--- src/hro_pkg.sv ---
// ----------------------------------------------------------------------------
// hro_pkg
// Shared types, widths and the arctangent table for the heading-relative
// offset pipeline.
// ----------------------------------------------------------------------------
package hro_pkg;

  // Coordinate and angle formats
  localparam int COORD_W     = 24;
  localparam int ANGLE_W     = 16;
  localparam int ANGLE_SHIFT = 16;   // widen angle to 2^32 per turn

  // CORDIC datapath
  localparam int CORDIC_GUARD      = 16;
  localparam int CORDIC_ITERATIONS = 16;
  localparam int ANGLE_STEPS       = 24;
  localparam int CW                = 44;  // rotated vector width
  localparam int RW                = 34;  // angle residue width

  // Gain prescale: K = GAIN_Q30 / 2^30
  localparam int GAIN_W     = 31;
  localparam int GAIN_Q30   = 652032874;
  localparam int PW         = COORD_W + GAIN_W;
  localparam int PRE_SHIFT  = 30 - CORDIC_GUARD;
  localparam int PRE_ROUND  = 1 << (PRE_SHIFT - 1);

  // Final sum width before clamping
  localparam int SW        = 30;
  localparam int COORD_MAX = 8388607;
  localparam int COORD_MIN = -8388608;

  // atan(2^-i) in 2^32-per-turn units
  localparam logic [31:0] ATAN_TURN32 [ANGLE_STEPS] = '{
    32'h20000000, 32'h12E4051D, 32'h09FB385B, 32'h051111D4,
    32'h028B0D43, 32'h0145D7E1, 32'h00A2F61E, 32'h00517C55,
    32'h0028BE53, 32'h00145F2E, 32'h000A2F98, 32'h000517CC,
    32'h00028BE6, 32'h000145F3, 32'h0000A2F9, 32'h0000517C,
    32'h000028BE, 32'h0000145F, 32'h00000A2F, 32'h00000517,
    32'h0000028B, 32'h00000145, 32'h000000A2, 32'h00000051
  };

  // Input item
  typedef struct packed {
    logic signed [COORD_W-1:0] pos_x;
    logic signed [COORD_W-1:0] pos_y;
    logic signed [COORD_W-1:0] pos_z;
    logic signed [ANGLE_W-1:0] heading;
    logic signed [COORD_W-1:0] offset_right;
    logic signed [COORD_W-1:0] offset_up;
    logic signed [COORD_W-1:0] offset_forward;
  } item_t;

  // Result item
  typedef struct packed {
    logic signed [COORD_W-1:0] new_x;
    logic signed [COORD_W-1:0] new_y;
    logic signed [COORD_W-1:0] new_z;
    logic                      saturated;
  } result_t;

  // Rotation state carried through the CORDIC stages
  typedef struct packed {
    logic signed [CW-1:0]      a;
    logic signed [CW-1:0]      b;
    logic signed [RW-1:0]      res;
    logic signed [COORD_W-1:0] px;
    logic signed [COORD_W-1:0] py;
    logic signed [COORD_W-1:0] pz;
    logic signed [COORD_W-1:0] u;
  } rot_t;

endpackage

--- src/hro_cordic_stage.sv ---
// ----------------------------------------------------------------------------
// hro_cordic_stage
// One registered CORDIC rotation-mode iteration with a fixed shift.
// ----------------------------------------------------------------------------
module hro_cordic_stage #(
  parameter int STEP = 0
) (
  input  logic          clk,
  input  logic          rst,
  input  logic          up_valid,
  output logic          up_ready,
  input  hro_pkg::rot_t up_data,
  output logic          dn_valid,
  input  logic          dn_ready,
  output hro_pkg::rot_t dn_data
);
  import hro_pkg::*;

  localparam logic signed [RW-1:0] ANGLE = RW'(ATAN_TURN32[STEP]);

  rot_t rot_next;

  assign up_ready = !dn_valid || dn_ready;

  // Rotate toward zero residue
  always_comb begin
    logic signed [CW-1:0] sa;
    logic signed [CW-1:0] sb;
    sa       = up_data.a >>> STEP;
    sb       = up_data.b >>> STEP;
    rot_next = up_data;
    if (!up_data.res[RW-1]) begin
      rot_next.a   = up_data.a - sb;
      rot_next.b   = up_data.b + sa;
      rot_next.res = up_data.res - ANGLE;
    end else begin
      rot_next.a   = up_data.a + sb;
      rot_next.b   = up_data.b - sa;
      rot_next.res = up_data.res + ANGLE;
    end
  end

  always_ff @(posedge clk) begin
    if (rst) begin
      dn_valid <= 1'b0;
    end else if (up_ready) begin
      dn_valid <= up_valid;
    end
    if (up_ready && up_valid) begin
      dn_data <= rot_next;
    end
  end

endmodule

--- config.mk ---
export PLATFORM = sky130hd
export DESIGN_NAME = hro_cordic_stage
export DESIGN_NICKNAME = d
export VERILOG_FILES = /design/src/hro_pkg.sv /design/src/hro_cordic_stage.sv
export SDC_FILE = /design/constraint.sdc
export NUM_CORES = 1
export LEC_CHECK = 0
export BUFFER_PORTS_ARGS = -buffer_cell sky130_fd_sc_hd__clkbuf_2
export CAP_MARGIN = 5
export CORE_UTILIZATION = 48
export DETAILED_ROUTE_END_ITERATION = 6
export GPL_TIMING_DRIVEN = 0
export PLACE_DENSITY = 0.78
export SLEW_MARGIN = 30
export SYNTH_ARGS = -nofsm -noshare
export SYNTH_HDL_FRONTEND = slang
export SYNTH_SLANG_ARGS = --single-unit
--- constraint.sdc ---
create_clock -name clk -period 6.8 [get_ports clk]
set_clock_uncertainty 0.15 [all_clocks]
set_input_delay 1.36 -clock clk [delete_from_list [all_inputs] [get_ports clk]]
set_output_delay 1.36 -clock clk [all_outputs]
set_load 0.03 [all_outputs]
==> flow_metrics.tcl <==
set metrics [dict create \
    postLayoutCoreUtil 0.605 \
    dieWidth_um 179 \
    hold_class "flop to flop" \
    viasPerCell 6.02 \
    nets 2351 \
    port_buffers 440 \
    hold_end "dn_valid$_SDFFE_PP0N_" \
    powerDensity_nw_per_um2 234 \
    clk_latency_ns 0.51 \
    cts_hold_buf 0 \
    synth_commonest_cells "217 x edfxtp_1, 183 x a21oi_1, 133 x inv_1" \
    post-cts-setup-buffers 0 \
    drv_slew 0 \
    synth_edf_count 217 \
    synthCells 1524 \
    coreArea_um2 30700 \
    post-route-period-util 0.756 \
    reg2reg_slack_ns 4.56 \
    synth_ff_type "edfxtp_1" \
    end_kind "flop" \
    grt_max_degree 55 \
    grt_pass1_wl_um 89000 \
    die_height_um 179 \
    max_slew_margin 0.295 \
    grt_pass1_vias 13941 \
    timing.rr.end "dn_data[143]$_DFFE_PP_" \
    cp_max_fo 6 \
    hpwl_um 51100 \
    via_count 14591 \
    place_congestion 0.994 \
    setup_viol 0 \
    clk_pin_slew_ns 0.07 \
    required_ns 6.91 \
    critical_path_class "primary input to flop" \
    synth_area_um2 15000 \
    dr.pass1.iters 5 \
    synth_top_area_frac 0.435 \
    area_growth_pct 23.9 \
    cts_tree "built" \
    cap_violations 0 \
    rows 64 \
    antenna_found_initial 15 \
    fmax_mhz 194 \
    ant_nets 0 \
    routed_wl_um 63100 \
    ir_drop_mv 0.169 \
    layout-drive-gt1-share 0.258 \
    cts_root_buffer "clkbuf_16" \
    avgRoutedWirePerCell_um 26.1 \
    synth_warnings 0 \
    htree_levels 1 \
    hold_viol 0 \
    remaining_drc_errors 0 \
    hp-start "dn_valid$_SDFFE_PP0N_" \
    syn-num-nets 1882 \
    nFillCells 2632 \
    drt_iter0_markers 1497 \
    die-area_um2 31900 \
    worstPathArrival_ns 5.26 \
    cts_resized 0 \
    rsz0062_at_grt "no" \
    hold_depth 2 \
    r2r_cells 5 \
    r2r_start "dn_valid$_SDFFE_PP0N_" \
    synthArstFlopShare 0 \
    worst_slew_pin_slew_ns 1.06 \
    avgSynthCellArea_um2 9.82 \
    synth_top_area_cell "edfxtp_1" \
    io_pins 442 \
    grt_remaining_overflow 0 \
    yosysMostFrequentCell "edfxtp_1" \
    ys_seq_area_frac 0.437 \
    grt_util_all_layers 0.383 \
    ys_ff_latch 218 \
    clockBufferDepth 3 \
    fin_crit_ns 5.14 \
    clock_sinks 218 \
    power_leakage_uw 0.00819 \
    numCtsBuffers 23 \
    synth_area_leaders "edfxtp_1 44%, ha_1 11%, a21oi_1 6.1%" \
    start_util 0.488 \
    synth.distinct_cells 72 \
    start_kind "primary input" \
    setup_tns_ns 0 \
    status "finished clean" \
]
==> layout make-up <==
type | instances | area, um^2 | area share
Multi-Input combinational cell | 1104 | 7640 | 0.412
Sequential cell | 218 | 6540 | 0.353
Timing Repair Buffer | 444 | 2300 | 0.124
Clock buffer | 25 | 583 | 0.0314
Inverter | 139 | 522 | 0.0281
Tap cell | 396 | 495 | 0.0267
Buffer | 63 | 278 | 0.0150
Clock inverter | 16 | 141 | 0.00763
Antenna cell | 17 | 42.5 | 0.00229
==> placed cells by master, fill, tap and decap left out, drive strengths merged, types with 7 or more instances in the layout <==
cell type / n
or3: 8
ha: 132
nand2b: 15
a21oi: 184
a21o: 48
nor2b: 16
a21boi: 9
clkbuf: 501
o21bai: 40
o211ai: 13
o31ai: 14
nand2: 75
o21ai: 102
nor2: 107
nor3: 31
o21a: 14
diode: 17
nor4: 18
nand3: 18
a211oi: 16
edfxtp: 217
mux2i: 16
a221oi: 10
nand4: 24
inv: 134
a31oi: 22
xor2: 7
buf: 31
clkinv: 16
xnor2: 80
==> registers in the layout, summed over array words and instances (netlist names) <==
name      count
dn_data     217
dn_valid      1
==> how the worst max path moves through the flow <==
stage	from	endpoint	slack, ns	cells after the start
after floorplan	dn_ready	dn_data[0]$_DFFE_PP_	1.78	2
after global placement	up_data[138]	dn_data[160]$_DFFE_PP_	1.07	13
after detailed placement	up_data[136]	dn_data[164]$_DFFE_PP_	1.34	12
after CTS	up_data[136]	dn_data[164]$_DFFE_PP_	1.89	12
after global routing	up_data[137]	dn_data[164]$_DFFE_PP_	1.70	12
final	up_data[136]	dn_data[164]$_DFFE_PP_	1.66	12
==> power by group <==
group / leakage, uW / internal, uW / switching [uW]
clock network: 0.000351 / 698 / 533
registers: 0.00211 / 1650 / 40.2
logic: 0.00573 / 434 / 986
total: 0.00819 / 2780 / 1560
==> worst max-delay path, stage by stage <==
cell	delay, ns
clkbuf_2	0.11
inv_1	0.05
ha_1	0.38
nand4_1	0.25
or4_1	0.62
nor3_1	0.41
a21boi_0	0.69
a211oi_2	0.29
o21bai_1	0.46
nand3_1	0.13
a31oi_1	0.36
xnor2_1	0.13
==> routing by layer <==
metal  GRT usage  share of wire
met5           0        0.00055
met4       0.173          0.043
met3      0.0439          0.076
met2       0.629           0.47
met1       0.505           0.41
==> through the flow <==
stage          hold slack, ns  worst slack [ns]  std cells  instance area [um^2]  total power, uW
2_1_floorplan           0.709              1.78       1524                 15000             2600
3_3_place_gp            0.348              1.07       2360                 17700             3090
3_5_place_dp            0.413              1.34       2364                 17800             3090
4_1_cts                 0.397              1.89       2405                 18500             4310
5_1_grt                 0.440              1.70       2420                 18500             4490
6_report                0.400              1.66       2422                 18500             4340
==> cells by family after synthesis <==
group / share of synthesized area
simple gates: 0.109
buf+inv: 0.0532
mux: 0.0107
fa+ha+maj: 0.116
flops: 0.437
xor+xnor: 0.0509
compound gates: 0.223
Note: power is estimated with default switching activity, not from simulation.
