<file path="src/hro_pkg.sv">
// ----------------------------------------------------------------------------
// hro_pkg
// Shared types, widths and the arctangent table for the heading-relative
// offset pipeline.
// ----------------------------------------------------------------------------
package hro_pkg;

  // Coordinate and angle formats
  localparam int COORD_W     = 24;
  localparam int ANGLE_W     = 16;
  localparam int ANGLE_SHIFT = 16;   // widen angle to 2^32 per turn

  // CORDIC datapath
  localparam int CORDIC_GUARD      = 16;
  localparam int CORDIC_ITERATIONS = 16;
  localparam int ANGLE_STEPS       = 24;
  localparam int CW                = 44;  // rotated vector width
  localparam int RW                = 34;  // angle residue width

  // Gain prescale: K = GAIN_Q30 / 2^30
  localparam int GAIN_W     = 31;
  localparam int GAIN_Q30   = 652032874;
  localparam int PW         = COORD_W + GAIN_W;
  localparam int PRE_SHIFT  = 30 - CORDIC_GUARD;
  localparam int PRE_ROUND  = 1 << (PRE_SHIFT - 1);

  // Final sum width before clamping
  localparam int SW        = 30;
  localparam int COORD_MAX = 8388607;
  localparam int COORD_MIN = -8388608;

  // atan(2^-i) in 2^32-per-turn units
  localparam logic [31:0] ATAN_TURN32 [ANGLE_STEPS] = '{
    32'h20000000, 32'h12E4051D, 32'h09FB385B, 32'h051111D4,
    32'h028B0D43, 32'h0145D7E1, 32'h00A2F61E, 32'h00517C55,
    32'h0028BE53, 32'h00145F2E, 32'h000A2F98, 32'h000517CC,
    32'h00028BE6, 32'h000145F3, 32'h0000A2F9, 32'h0000517C,
    32'h000028BE, 32'h0000145F, 32'h00000A2F, 32'h00000517,
    32'h0000028B, 32'h00000145, 32'h000000A2, 32'h00000051
  };

  // Input item
  typedef struct packed {
    logic signed [COORD_W-1:0] pos_x;
    logic signed [COORD_W-1:0] pos_y;
    logic signed [COORD_W-1:0] pos_z;
    logic signed [ANGLE_W-1:0] heading;
    logic signed [COORD_W-1:0] offset_right;
    logic signed [COORD_W-1:0] offset_up;
    logic signed [COORD_W-1:0] offset_forward;
  } item_t;

  // Result item
  typedef struct packed {
    logic signed [COORD_W-1:0] new_x;
    logic signed [COORD_W-1:0] new_y;
    logic signed [COORD_W-1:0] new_z;
    logic                      saturated;
  } result_t;

  // Rotation state carried through the CORDIC stages
  typedef struct packed {
    logic signed [CW-1:0]      a;
    logic signed [CW-1:0]      b;
    logic signed [RW-1:0]      res;
    logic signed [COORD_W-1:0] px;
    logic signed [COORD_W-1:0] py;
    logic signed [COORD_W-1:0] pz;
    logic signed [COORD_W-1:0] u;
  } rot_t;

endpackage

</file>
<file path="src/hro_finish.sv">
// ----------------------------------------------------------------------------
// hro_finish
// Round the rotated offset to coordinate format, add it to the position and
// clamp each sum; registers the result item.
// ----------------------------------------------------------------------------
module hro_finish (
  input  logic             clk,
  input  logic             rst,
  input  logic             up_valid,
  output logic             up_ready,
  input  hro_pkg::rot_t    up_data,
  output logic             dn_valid,
  input  logic             dn_ready,
  output hro_pkg::result_t dn_data
);
  import hro_pkg::*;

  localparam logic signed [SW-1:0] SUM_MAX = SW'(COORD_MAX);
  localparam logic signed [SW-1:0] SUM_MIN = SW'(COORD_MIN);

  result_t res_next;

  assign up_ready = !dn_valid || dn_ready;

  // Clamp one sum to the coordinate range
  function automatic logic signed [COORD_W-1:0] clamp(input logic signed [SW-1:0] v);
    logic signed [COORD_W-1:0] r;
    if (v > SUM_MAX) begin
      r = COORD_W'(SUM_MAX);
    end else if (v < SUM_MIN) begin
      r = COORD_W'(SUM_MIN);
    end else begin
      r = COORD_W'(v);
    end
    return r;
  endfunction

  function automatic logic out_of_range(input logic signed [SW-1:0] v);
    return (v > SUM_MAX) || (v < SUM_MIN);
  endfunction

  always_comb begin
    logic signed [CW-1:0] rx;
    logic signed [CW-1:0] rz;
    logic signed [SW-1:0] dx;
    logic signed [SW-1:0] dz;
    logic signed [SW-1:0] sx;
    logic signed [SW-1:0] sy;
    logic signed [SW-1:0] sz;
    rx = (-up_data.a + CW'(1 << (CORDIC_GUARD - 1))) >>> CORDIC_GUARD;
    rz = (up_data.b + CW'(1 << (CORDIC_GUARD - 1))) >>> CORDIC_GUARD;
    dx = SW'(rx);
    dz = SW'(rz);
    sx = SW'(up_data.px) + dx;
    sy = SW'(up_data.py) + SW'(up_data.u);
    sz = SW'(up_data.pz) + dz;
    res_next.new_x     = clamp(sx);
    res_next.new_y     = clamp(sy);
    res_next.new_z     = clamp(sz);
    res_next.saturated = out_of_range(sx) || out_of_range(sy) || out_of_range(sz);
  end

  always_ff @(posedge clk) begin
    if (rst) begin
      dn_valid <= 1'b0;
    end else if (up_ready) begin
      dn_valid <= up_valid;
    end
    if (up_ready && up_valid) begin
      dn_data <= res_next;
    end
  end

endmodule

</file>
<file path="config.mk">
export PLATFORM = sky130hd
export DESIGN_NAME = hro_finish
export DESIGN_NICKNAME = d
export VERILOG_FILES = /design/src/hro_pkg.sv /design/src/hro_finish.sv
export SDC_FILE = /design/constraint.sdc
export NUM_CORES = 1
export LEC_CHECK = 0
export BUFFER_PORTS_ARGS = -buffer_cell sky130_fd_sc_hd__buf_2
export CELL_PAD_IN_SITES_DETAIL_PLACEMENT = 2
export CELL_PAD_IN_SITES_GLOBAL_PLACEMENT = 2
export CORE_ASPECT_RATIO = 1.1
export CORE_MARGIN = 10
export CORE_UTILIZATION = 32
export DETAILED_ROUTE_END_ITERATION = 16
export PLACE_DENSITY_LB_ADDON = 0.1
export SLEW_MARGIN = 10
export SYNTH_ARGS = -nofsm -noshare
export SYNTH_HDL_FRONTEND = slang
export SYNTH_SLANG_ARGS = --single-unit
</file>
<file path="constraint.sdc">
create_clock -name clk -period 17.16 [get_ports clk]
set_clock_uncertainty 0.15 [all_clocks]
set_input_delay 3.432 -clock clk [delete_from_list [all_inputs] [get_ports clk]]
set_output_delay 3.432 -clock clk [all_outputs]
set_load 0.005 [all_outputs]
</file>
==> results.cfg <==
[logic_synthesis]
async_flop_share_pct = 0
synth_top_family_by_area = compound AO/OA/AOI/OAI gates
synth_area_um2 = 8080
yosys_warnings = 0
synth-compound-area-share_pct = 25.4
synth_most_common_cell = ha_1
synthAdderAreaFrac_pct = 15.3
synthMuxAreaShare_pct = 0.248
synth_flop_cell = edfxtp_1
ys_top_cells_by_count = ha_1, a21oi_1, edfxtp_1
syn_nets = 1221
synth_top_area_share_pct = 27.1
synth_seq_cells = 74
avgSynthCellArea_um2 = 8.91
yosysTopAreaCell = edfxtp_1
ys_top_cells_by_area = edfxtp_1, ha_1, xnor2_1
synth-simple-area-share_pct = 17.5
synth_edf_count = 73
synth_xor_area_share_pct = 11.8
ys_seq_area_share_pct = 27.4
ys_types = 90
netlist_instances = 907

[drt]
drt-initial-drc-count = 255
via_count = 7956
postRouteAntennaNets = 0
wirelength_mm = 30.2
route.detailed.drc = 0
first_pass_iters = 4
avgRoutedWirePerCell_um = 20.6
routed_via_density = 5.42

[worst_hold_path]
hp-class = reg2reg
holdPathStages = 2

[sta]
timing.fmax_mhz = 111
hold_ws_ns = 0.380
setup_viol_count_final = 0
finalHoldViolCount = 0
slew_headroom_pct = 30.8
rsz0062_at_grt = no
tightest_slew_ns = 1.04
min_period_ns = 9.03
fin_setup_tns_ns = 0
final_max_slew_viol_count = 0
period_share_pct = 52.6
fin_ws_ns = 8.13

[power_and_ir_drop]
leakagePower_nw = 4.19
p_clk_share_pct = 28.9
intPower_mw = 0.503
sw_frac_of_total_pct = 35.3
p_sw_mw = 0.275
ir_worst_vdd_mv = 0.0505
seqPwrFrac_pct = 31.1
power.density_nw_per_um2 = 77.9
pwr-share-comb_pct = 40.0
p_total_mw = 0.778

[floorplanning]
chipWidth_um = 172
initial_utilization_pct = 32.7
ioPinCount = 297
num_rows = 60
die_h_um = 187
coreArea_um2 = 24700
die_area_um2 = 32000

[worst_setup_path]
required_ns = 17.17
worstPathArrival_ns = 9.03
cp-start-kind = input pin
critical_path_class = in2reg
ff2ff_path_depth = 2
end_kind = register
path_max_fanout = 23

[place]
gp_congestion = 0.814
io_buffers = 247
dp_slack_ns = 7.87
dp_hpwl_mm = 25.6
placed_cells = 1448

[clock_network]
cts.repair.resized = 0
cts_hold_buf = 0
cts_tree = yes
h-tree-depth = 3
path_clk_slew_ns = 0.06
clock_sinks = 74
cts_buffer_depth = 2
cts_buffers = 9
cts_setup_buffers = 0
clk_latency_ns = 0.35
root_buffer = clkbuf_16

[flow_run]
maxCapViolations = 0

[cells_and_area]
drive_above_1_share_pct = 26.4
syn_to_final_growth_pct = 23.5
finalNonFillerCells = 1469
fin_nets = 1463
nFillCells = 2876

[status]
status = complete, no violations

[global_route]
grt_pass1_vias = 8828
antenna_found_initial = 5
grt_first_pass_wirelength_mm = 47.8
grt_util_all_layers_pct = 18.5
globalRoute.totalOverflow = 0
grt_max_degree = 74
## power groups by stage
stage	combinational (mW)	sequential (mW)	clock [mW]
2_1_floorplan	0.194	0.248	0
3_3_place_gp	0.303	0.245	0
3_5_place_dp	0.314	0.246	0
4_1_cts	0.316	0.242	0.228
5_1_grt	0.350	0.244	0.238
6_report	0.311	0.242	0.225
## state kept, by name, summed over array words and instances, names as in the netlist
signal	count
dn_valid	1
dn_data	73
## cell families after synthesis
kind of cell             count (synthesis)
XOR/XNOR                               108
flip-flops                              74
adder cells (fa/ha/maj)                 98
multiplexers                             2
AO/OA/AOI/OAI                          312
AND/OR/NAND/NOR                        270
buffers and inverters                   43
## through the flow
stage | utilization, % | cell area [um2]
5_1_grt | 40.4 | 9980
2_1_floorplan | - | 8080
3_5_place_dp | 39.0 | 9630
6_report | 40.4 | 9980
3_3_place_gp | 39.0 | 9630
4_1_cts | 40.4 | 9970
## layout make-up
class	instances	area (um2)	area share (%)
clock inverters	7	118	1.18
inverters	24	90.1	0.902
repair buffers	250	1260	12.6
multi-input cells	790	5680	56.9
well taps	310	388	3.88
flip-flops and latches	74	2210	22.2
clock buffers	9	225	2.26
diodes	5	12.5	0.125
## layout by cell type, fill, tap and decap left out, types with 17 or more instances in the layout
cell type | Yosys | layout
o21a_1 | 17 | 17
nor2_1 | 63 | 63
nand3_1 | 37 | 37
ha_1 | 89 | 89
xor2_1 | 43 | 43
xnor2_1 | 64 | 64
a21o_1 | 36 | 36
nor3_1 | 18 | 18
o21ai_0 | 57 | 57
buf_2 | 8 | 247
edfxtp_1 | 73 | 73
inv_1 | 24 | 24
nand2_1 | 59 | 59
a21oi_1 | 79 | 79
o21ai_1 | 31 | 31
## worst paths after layout
check                              end                  start  slack (ns)
min reg2reg      dn_valid$_SDFFE_PP0N_  dn_valid$_SDFFE_PP0N_        0.38
max          dn_data[51]$_SDFFCE_PN1P_           up_data[180]        8.13
min              dn_valid$_SDFFE_PP0N_  dn_valid$_SDFFE_PP0N_        0.38
max reg2reg  dn_data[16]$_SDFFCE_PN1P_  dn_valid$_SDFFE_PP0N_       15.33
## critical path, stage by stage
cell       delay [ns]
buf_2            0.10
nor4_1           0.27
a41oi_1          0.32
nor4_4           0.33
and4_4           0.31
nand2_2          0.13
nor4_4           0.35
nand2b_1         0.29
nor3_2           0.23
nor2_1           0.07
ha_1             0.36
a21oi_1          0.28
nand2_1          0.16
a2111oi_0        0.65
o21ai_0          0.24
a21oi_2          0.28
o21ai_0          0.17
a2111o_1         0.43
o21ba_4          0.32
o21ai_0          0.29
## routing by layer
layer | track usage [%] | part of all wire, % | up-vias
li1 | - | - | 3928
met1 | 21.2 | 41 | 3825
met2 | 33.3 | 51 | 170
met3 | 3.88 | 5.2 | 31
met4 | 5.76 | 2.4 | 2
met5 | 0 | 0.036 | -
No activity file was read; power rests on OpenSTA's default activity.
