## config.mk

```make
export PLATFORM = sky130hd
export DESIGN_NAME = hro_prescale
export DESIGN_NICKNAME = d
export VERILOG_FILES = /design/src/hro_pkg.sv /design/src/hro_prescale.sv
export SDC_FILE = /design/constraint.sdc
export NUM_CORES = 2
export LEC_CHECK = 0
export BUFFER_PORTS_ARGS = -buffer_cell sky130_fd_sc_hd__buf_2
export CAP_MARGIN = 20
export CELL_PAD_IN_SITES_DETAIL_PLACEMENT = 0
export CELL_PAD_IN_SITES_GLOBAL_PLACEMENT = 2
export CORE_MARGIN = 2
export CORE_UTILIZATION = 42
export CTS_CLUSTER_DIAMETER = 150
export CTS_CLUSTER_SIZE = 10
export DETAILED_ROUTE_END_ITERATION = 7
export MAX_ROUTING_LAYER = met4
export PLACE_DENSITY_LB_ADDON = 0.1
export RECOVER_POWER = 100
export SYNTH_ARGS = -nofsm -noshare
export SYNTH_HDL_FRONTEND = slang
export SYNTH_SLANG_ARGS = --single-unit
export TNS_END_PERCENT = 30
```

## constraint.sdc

```tcl
create_clock -name clk -period 15 [get_ports clk]
set_input_delay 3 -clock clk [delete_from_list [all_inputs] [get_ports clk]]
set_output_delay 3 -clock clk [all_outputs]
set_load 0.03 [all_outputs]
```

## src/hro_pkg.sv

```systemverilog
// ----------------------------------------------------------------------------
// hro_pkg
// Shared types, widths and the arctangent table for the heading-relative
// offset pipeline.
// ----------------------------------------------------------------------------
package hro_pkg;

  // Coordinate and angle formats
  localparam int COORD_W     = 24;
  localparam int ANGLE_W     = 16;
  localparam int ANGLE_SHIFT = 16;   // widen angle to 2^32 per turn

  // CORDIC datapath
  localparam int CORDIC_GUARD      = 16;
  localparam int CORDIC_ITERATIONS = 16;
  localparam int ANGLE_STEPS       = 24;
  localparam int CW                = 44;  // rotated vector width
  localparam int RW                = 34;  // angle residue width

  // Gain prescale: K = GAIN_Q30 / 2^30
  localparam int GAIN_W     = 31;
  localparam int GAIN_Q30   = 652032874;
  localparam int PW         = COORD_W + GAIN_W;
  localparam int PRE_SHIFT  = 30 - CORDIC_GUARD;
  localparam int PRE_ROUND  = 1 << (PRE_SHIFT - 1);

  // Final sum width before clamping
  localparam int SW        = 30;
  localparam int COORD_MAX = 8388607;
  localparam int COORD_MIN = -8388608;

  // atan(2^-i) in 2^32-per-turn units
  localparam logic [31:0] ATAN_TURN32 [ANGLE_STEPS] = '{
    32'h20000000, 32'h12E4051D, 32'h09FB385B, 32'h051111D4,
    32'h028B0D43, 32'h0145D7E1, 32'h00A2F61E, 32'h00517C55,
    32'h0028BE53, 32'h00145F2E, 32'h000A2F98, 32'h000517CC,
    32'h00028BE6, 32'h000145F3, 32'h0000A2F9, 32'h0000517C,
    32'h000028BE, 32'h0000145F, 32'h00000A2F, 32'h00000517,
    32'h0000028B, 32'h00000145, 32'h000000A2, 32'h00000051
  };

  // Input item
  typedef struct packed {
    logic signed [COORD_W-1:0] pos_x;
    logic signed [COORD_W-1:0] pos_y;
    logic signed [COORD_W-1:0] pos_z;
    logic signed [ANGLE_W-1:0] heading;
    logic signed [COORD_W-1:0] offset_right;
    logic signed [COORD_W-1:0] offset_up;
    logic signed [COORD_W-1:0] offset_forward;
  } item_t;

  // Result item
  typedef struct packed {
    logic signed [COORD_W-1:0] new_x;
    logic signed [COORD_W-1:0] new_y;
    logic signed [COORD_W-1:0] new_z;
    logic                      saturated;
  } result_t;

  // Rotation state carried through the CORDIC stages
  typedef struct packed {
    logic signed [CW-1:0]      a;
    logic signed [CW-1:0]      b;
    logic signed [RW-1:0]      res;
    logic signed [COORD_W-1:0] px;
    logic signed [COORD_W-1:0] py;
    logic signed [COORD_W-1:0] pz;
    logic signed [COORD_W-1:0] u;
  } rot_t;

endpackage

```

## src/hro_prescale.sv

```systemverilog
// ----------------------------------------------------------------------------
// hro_prescale
// Two stages: multiply the right and forward offsets by the CORDIC gain, then round to
// the guard format, fold the quadrant and widen the angle.
// ----------------------------------------------------------------------------
module hro_prescale (
  input  logic           clk,
  input  logic           rst,
  input  logic           up_valid,
  output logic           up_ready,
  input  hro_pkg::item_t up_data,
  output logic           dn_valid,
  input  logic           dn_ready,
  output hro_pkg::rot_t  dn_data
);
  import hro_pkg::*;

  localparam logic signed [GAIN_W-1:0] GAIN = GAIN_W'(GAIN_Q30);

  logic                      va;
  logic signed [PW-1:0]      pa;
  logic signed [PW-1:0]      pb;
  logic signed [ANGLE_W-1:0] ang;
  logic signed [COORD_W-1:0] px, py, pz, u;
  logic                      ready_a;
  logic                      ready_b;
  rot_t                      rot_next;

  assign ready_b  = !dn_valid || dn_ready;
  assign ready_a  = !va || ready_b;
  assign up_ready = ready_a;

  // Stage A: gain multiply
  always_ff @(posedge clk) begin
    if (rst) begin
      va <= 1'b0;
    end else if (ready_a) begin
      va <= up_valid;
    end
    if (ready_a && up_valid) begin
      pa  <= up_data.offset_right * GAIN;
      pb  <= up_data.offset_forward * GAIN;
      ang <= up_data.heading;
      px  <= up_data.pos_x;
      py  <= up_data.pos_y;
      pz  <= up_data.pos_z;
      u   <= up_data.offset_up;
    end
  end

  // Stage B: round to guard format, fold quadrant, widen angle
  always_comb begin
    logic signed [PW-1:0]      sa;
    logic signed [PW-1:0]      sb;
    logic signed [ANGLE_W-1:0] tf;
    logic                      fold;
    sa   = (pa + PW'(PRE_ROUND)) >>> PRE_SHIFT;
    sb   = (pb + PW'(PRE_ROUND)) >>> PRE_SHIFT;
    fold = ang[ANGLE_W-1] ^ ang[ANGLE_W-2];
    tf   = fold ? {~ang[ANGLE_W-1], ang[ANGLE_W-2:0]} : ang;
    rot_next.a   = fold ? -CW'(sa) : CW'(sa);
    rot_next.b   = fold ? -CW'(sb) : CW'(sb);
    rot_next.res = RW'(tf) <<< ANGLE_SHIFT;
    rot_next.px  = px;
    rot_next.py  = py;
    rot_next.pz  = pz;
    rot_next.u   = u;
  end

  always_ff @(posedge clk) begin
    if (rst) begin
      dn_valid <= 1'b0;
    end else if (ready_b) begin
      dn_valid <= va;
    end
    if (ready_b && va) begin
      dn_data <= rot_next;
    end
  end

endmodule

```

==> impl_metrics.tcl <==
set metrics [dict create \
    drc 0 \
    wire_per_inst_um 21.11 \
    clock_path_buffers 3 \
    max_stage_delay_ns 0.65 \
    r2r_slack_ns 8.09 \
    drtPass1Iterations 5 \
    antenna_found_initial 6 \
    wirelength_um 112000 \
    grt_pass1_vias 26400 \
    clkSinkCount 398 \
    final.setup_skew_ns 0.04488 \
    violations "capacitance limit, slew limit" \
    ys_seq_area_frac 0.2890 \
    core_um2 97840 \
    synth_seq_cells 398 \
    crit_end "pa[42]" \
    cpMaxStageDelayCell "o21ai_0" \
    dp_slack_ns 4.615 \
    cp-start-kind "primary input" \
    place.gp.congestion 0.9225 \
    multi_input_area_um2 25470 \
    synth_ff_type "edfxtp_1" \
    n_fill_cell 9413 \
    reg2reg_depth 4 \
    grtUsageTotal 0.2290 \
    crit_path_cell_trace "clkbuf_1 -> ha_1 -> inv_1 -> fa_1 -> inv_1 -> fa_1 -> inv_1 -> fa_1 -> inv_1 -> fa_1 -> inv_1 -> fa_1 -> fa_1 -> inv_1 -> ha_1 -> nand4_1 -> or3_1 -> o21ai_0 -> a211oi_1 -> or3b_1 -> a31oi_1 -> o21ai_0 -> nor4bb_1 -> or4_1" \
    netlist_area_um2 41290 \
    viasPerCell 4.826 \
    cp-end-kind "flop" \
    hold_viol_final 0 \
    initial_core_util 0.4220 \
    drtIter0Drc 1521 \
    yosys_warnings 0 \
    rows 115 \
    die_h_um 317.5 \
    postCtsHoldBufs 0 \
    port-buffer-count 367 \
    critPathArrivalTime_ns 10.57 \
    rsz0062_at_grt "no" \
    grt_pass1_wl_um 169600 \
    crit_family "adder cells" \
    synth_enable_flop_cells 396 \
    drive_gt1_frac 0.06004 \
    cts_buffers 45 \
    post_cts_buffers 0 \
    cp_num_cells 24 \
    avgSynthCellArea_um2 11.34 \
    cts_tree "yes" \
    ioPinCount 384 \
    fin_ws_ns 4.707 \
    tns_ns 0 \
    cts_root_buf "clkbuf_16" \
    grt_max_degree 74 \
    clk_latency_ns 0.57 \
    syn_inst 3640 \
    path_buf_inv 7 \
    place_hpwl_um 98220 \
    async_flop_share 0 \
    relSlewSlack -1.851 \
    nets 5264 \
    finalCritPeriodShare 0.6862 \
    status "complete, but fails checks" \
    final_antenna_net_count 0 \
    area_delta_synth_final_pct 9.936 \
    r2r-end "pa[35]" \
    fp.dieW_um 317.5 \
    crit_start "up_data[51]" \
    synthDistinctLibCells 78 \
    cts-resized-gates 0 \
    seq_area_um2 11930 \
    dieArea_um2 100800 \
    cts_max_level 2 \
    grt_overflow 0 \
    cts.clk_slew.worst_paths_ns 0.06 \
    slew_viol_final 453 \
    max_freq_ghz 0.09715 \
    setup_viol 0 \
    cp_max_fo 7 \
    via_count 25600 \
    worst_pin_slew_ns 4.274 \
    period_minus_slack_ns 10.29 \
    r2r-start "dn_valid" \
    drv_cap 8 \
    holdCritPathClass "flop to flop" \
    worst-setup-path-type "primary input to flop" \
    worstPathRequired_ns 15.28 \
]
==> registers in the layout (all words and copies together) (netlist names) <==
signal / cells
dn_valid: 1
ang: 16
va: 1
pb: 42
pz: 24
dn_data: 200
py: 24
px: 24
pa: 42
u: 24
==> worst reg2reg max path, delay by kind of cell (launching register included) <==
kind,cells,cell delay [ns]
DFF,1,0.30
and+or+nand+nor,3,3.34
buffers and inverters,1,2.67
==> layout by cell type, fill, tap and decap left out, types with 16 or more instances in the layout <==
master     count
a31oi_1       25
nand4_1       39
nor2_1       124
clkbuf_16     45
xor2_1        82
clkbuf_1     222
nand2b_1      16
nand3_1       56
xnor2_1      165
buf_2        159
ha_1         502
inv_1        936
a21o_1        35
fa_1         594
nor3_1        48
a21oi_1      104
o21ai_0       82
and3_1        28
nand2_1      102
edfxtp_1     396
conb_1        16
==> cell usage after synthesis, types with 4 or more instances <==
cell type	n	share of area
edfxtp_1	396	0.29
mux2i_1	7	0.0017
a21oi_1	104	0.013
or2_2	10	0.0015
a2111oi_0	4	0.00085
nand3_1	56	0.0068
or4_1	7	0.0013
and2_1	15	0.0023
nor2b_1	16	0.0024
nor3_1	46	0.0056
a31oi_1	25	0.0038
a211oi_1	12	0.0022
o211ai_1	10	0.0018
buf_4	19	0.0035
o21ai_1	6	0.00073
o22ai_1	5	0.00076
xnor2_1	166	0.035
ha_1	502	0.15
nor4_1	7	0.0011
nand2b_1	16	0.0024
a21o_1	35	0.0064
fa_1	594	0.29
o21a_1	15	0.0027
a211o_1	6	0.0013
and4_1	15	0.0032
xor2_1	83	0.018
nand2_1	102	0.0093
inv_1	936	0.085
clkbuf_1	34	0.0031
o21bai_1	8	0.0015
nand4_1	39	0.0059
buf_2	18	0.0022
or3_1	10	0.0015
a41oi_1	6	0.0013
and3_1	28	0.0042
nand3_2	5	0.0012
o21ai_0	75	0.0091
nand3b_1	6	0.0011
o2111ai_1	6	0.0013
nor2_1	124	0.011
o31ai_1	6	0.0011
==> per-stage QoR <==
step	area (um^2)	cells	hold WS (ns)	utilization
detailed placement	44520	5244	0.4045	0.4550
global route	45390	5304	0.4140	0.4639
CTS	45770	5301	0.3831	0.4677
global placement	44520	5244	0.4004	0.4550
finish	45390	5304	0.3878	0.4639
floorplan	41350	3655	0.4003	-
==> kinds of logic after synthesis <==
logic type | count (synthesis) | synth area share
AO/OA/AOI/OAI | 356 | 0.05479
buffers and inverters | 1009 | 0.09418
multiplexers | 10 | 0.002515
AND/OR/NAND/NOR | 521 | 0.06654
other | 1 | 0.00009082
flip-flops | 398 | 0.2890
XOR/XNOR | 249 | 0.05282
adder cells (fa/ha/maj) | 1096 | 0.4401
==> per-layer routing <==
layer  global-route usage  part of all wire  wire length, um  vias up
li1                     -                 -                -    12390
met1               0.3365              0.49            55370    12550
met2               0.3351              0.43            48420      564
met3              0.04012             0.057             6392       87
met4              0.04201             0.016             1784        0
met5                    -                 0                0        -
==> area by class of cell <==
class,count,share of cell area
Antenna cell,3,0.0001654
Clock buffer,54,0.02577
Clock inverter,3,0.001764
Inverter,936,0.07740
Multi-Input combinational cell,2248,0.5610
Sequential cell,398,0.2628
Tap cell,1287,0.03547
Timing Repair Buffer,375,0.03556
==> how the worst min path moves through the flow <==
stage / depth (start not counted) / start / end / slack [ns]
6_report: 0 / px[12] / dn_data[84] / 0.39
5_1_grt: 0 / px[12] / dn_data[84] / 0.41
4_1_cts: 0 / px[12] / dn_data[84] / 0.38
3_5_place_dp: 0 / u[15] / dn_data[15] / 0.40
3_3_place_gp: 0 / u[10] / dn_data[10] / 0.40
2_1_floorplan: 0 / u[0] / dn_data[0] / 0.40
Power is left out: the tool's default activity adds up to more than one toggle a clock period on the data nets, which glitch-free logic cannot reach.
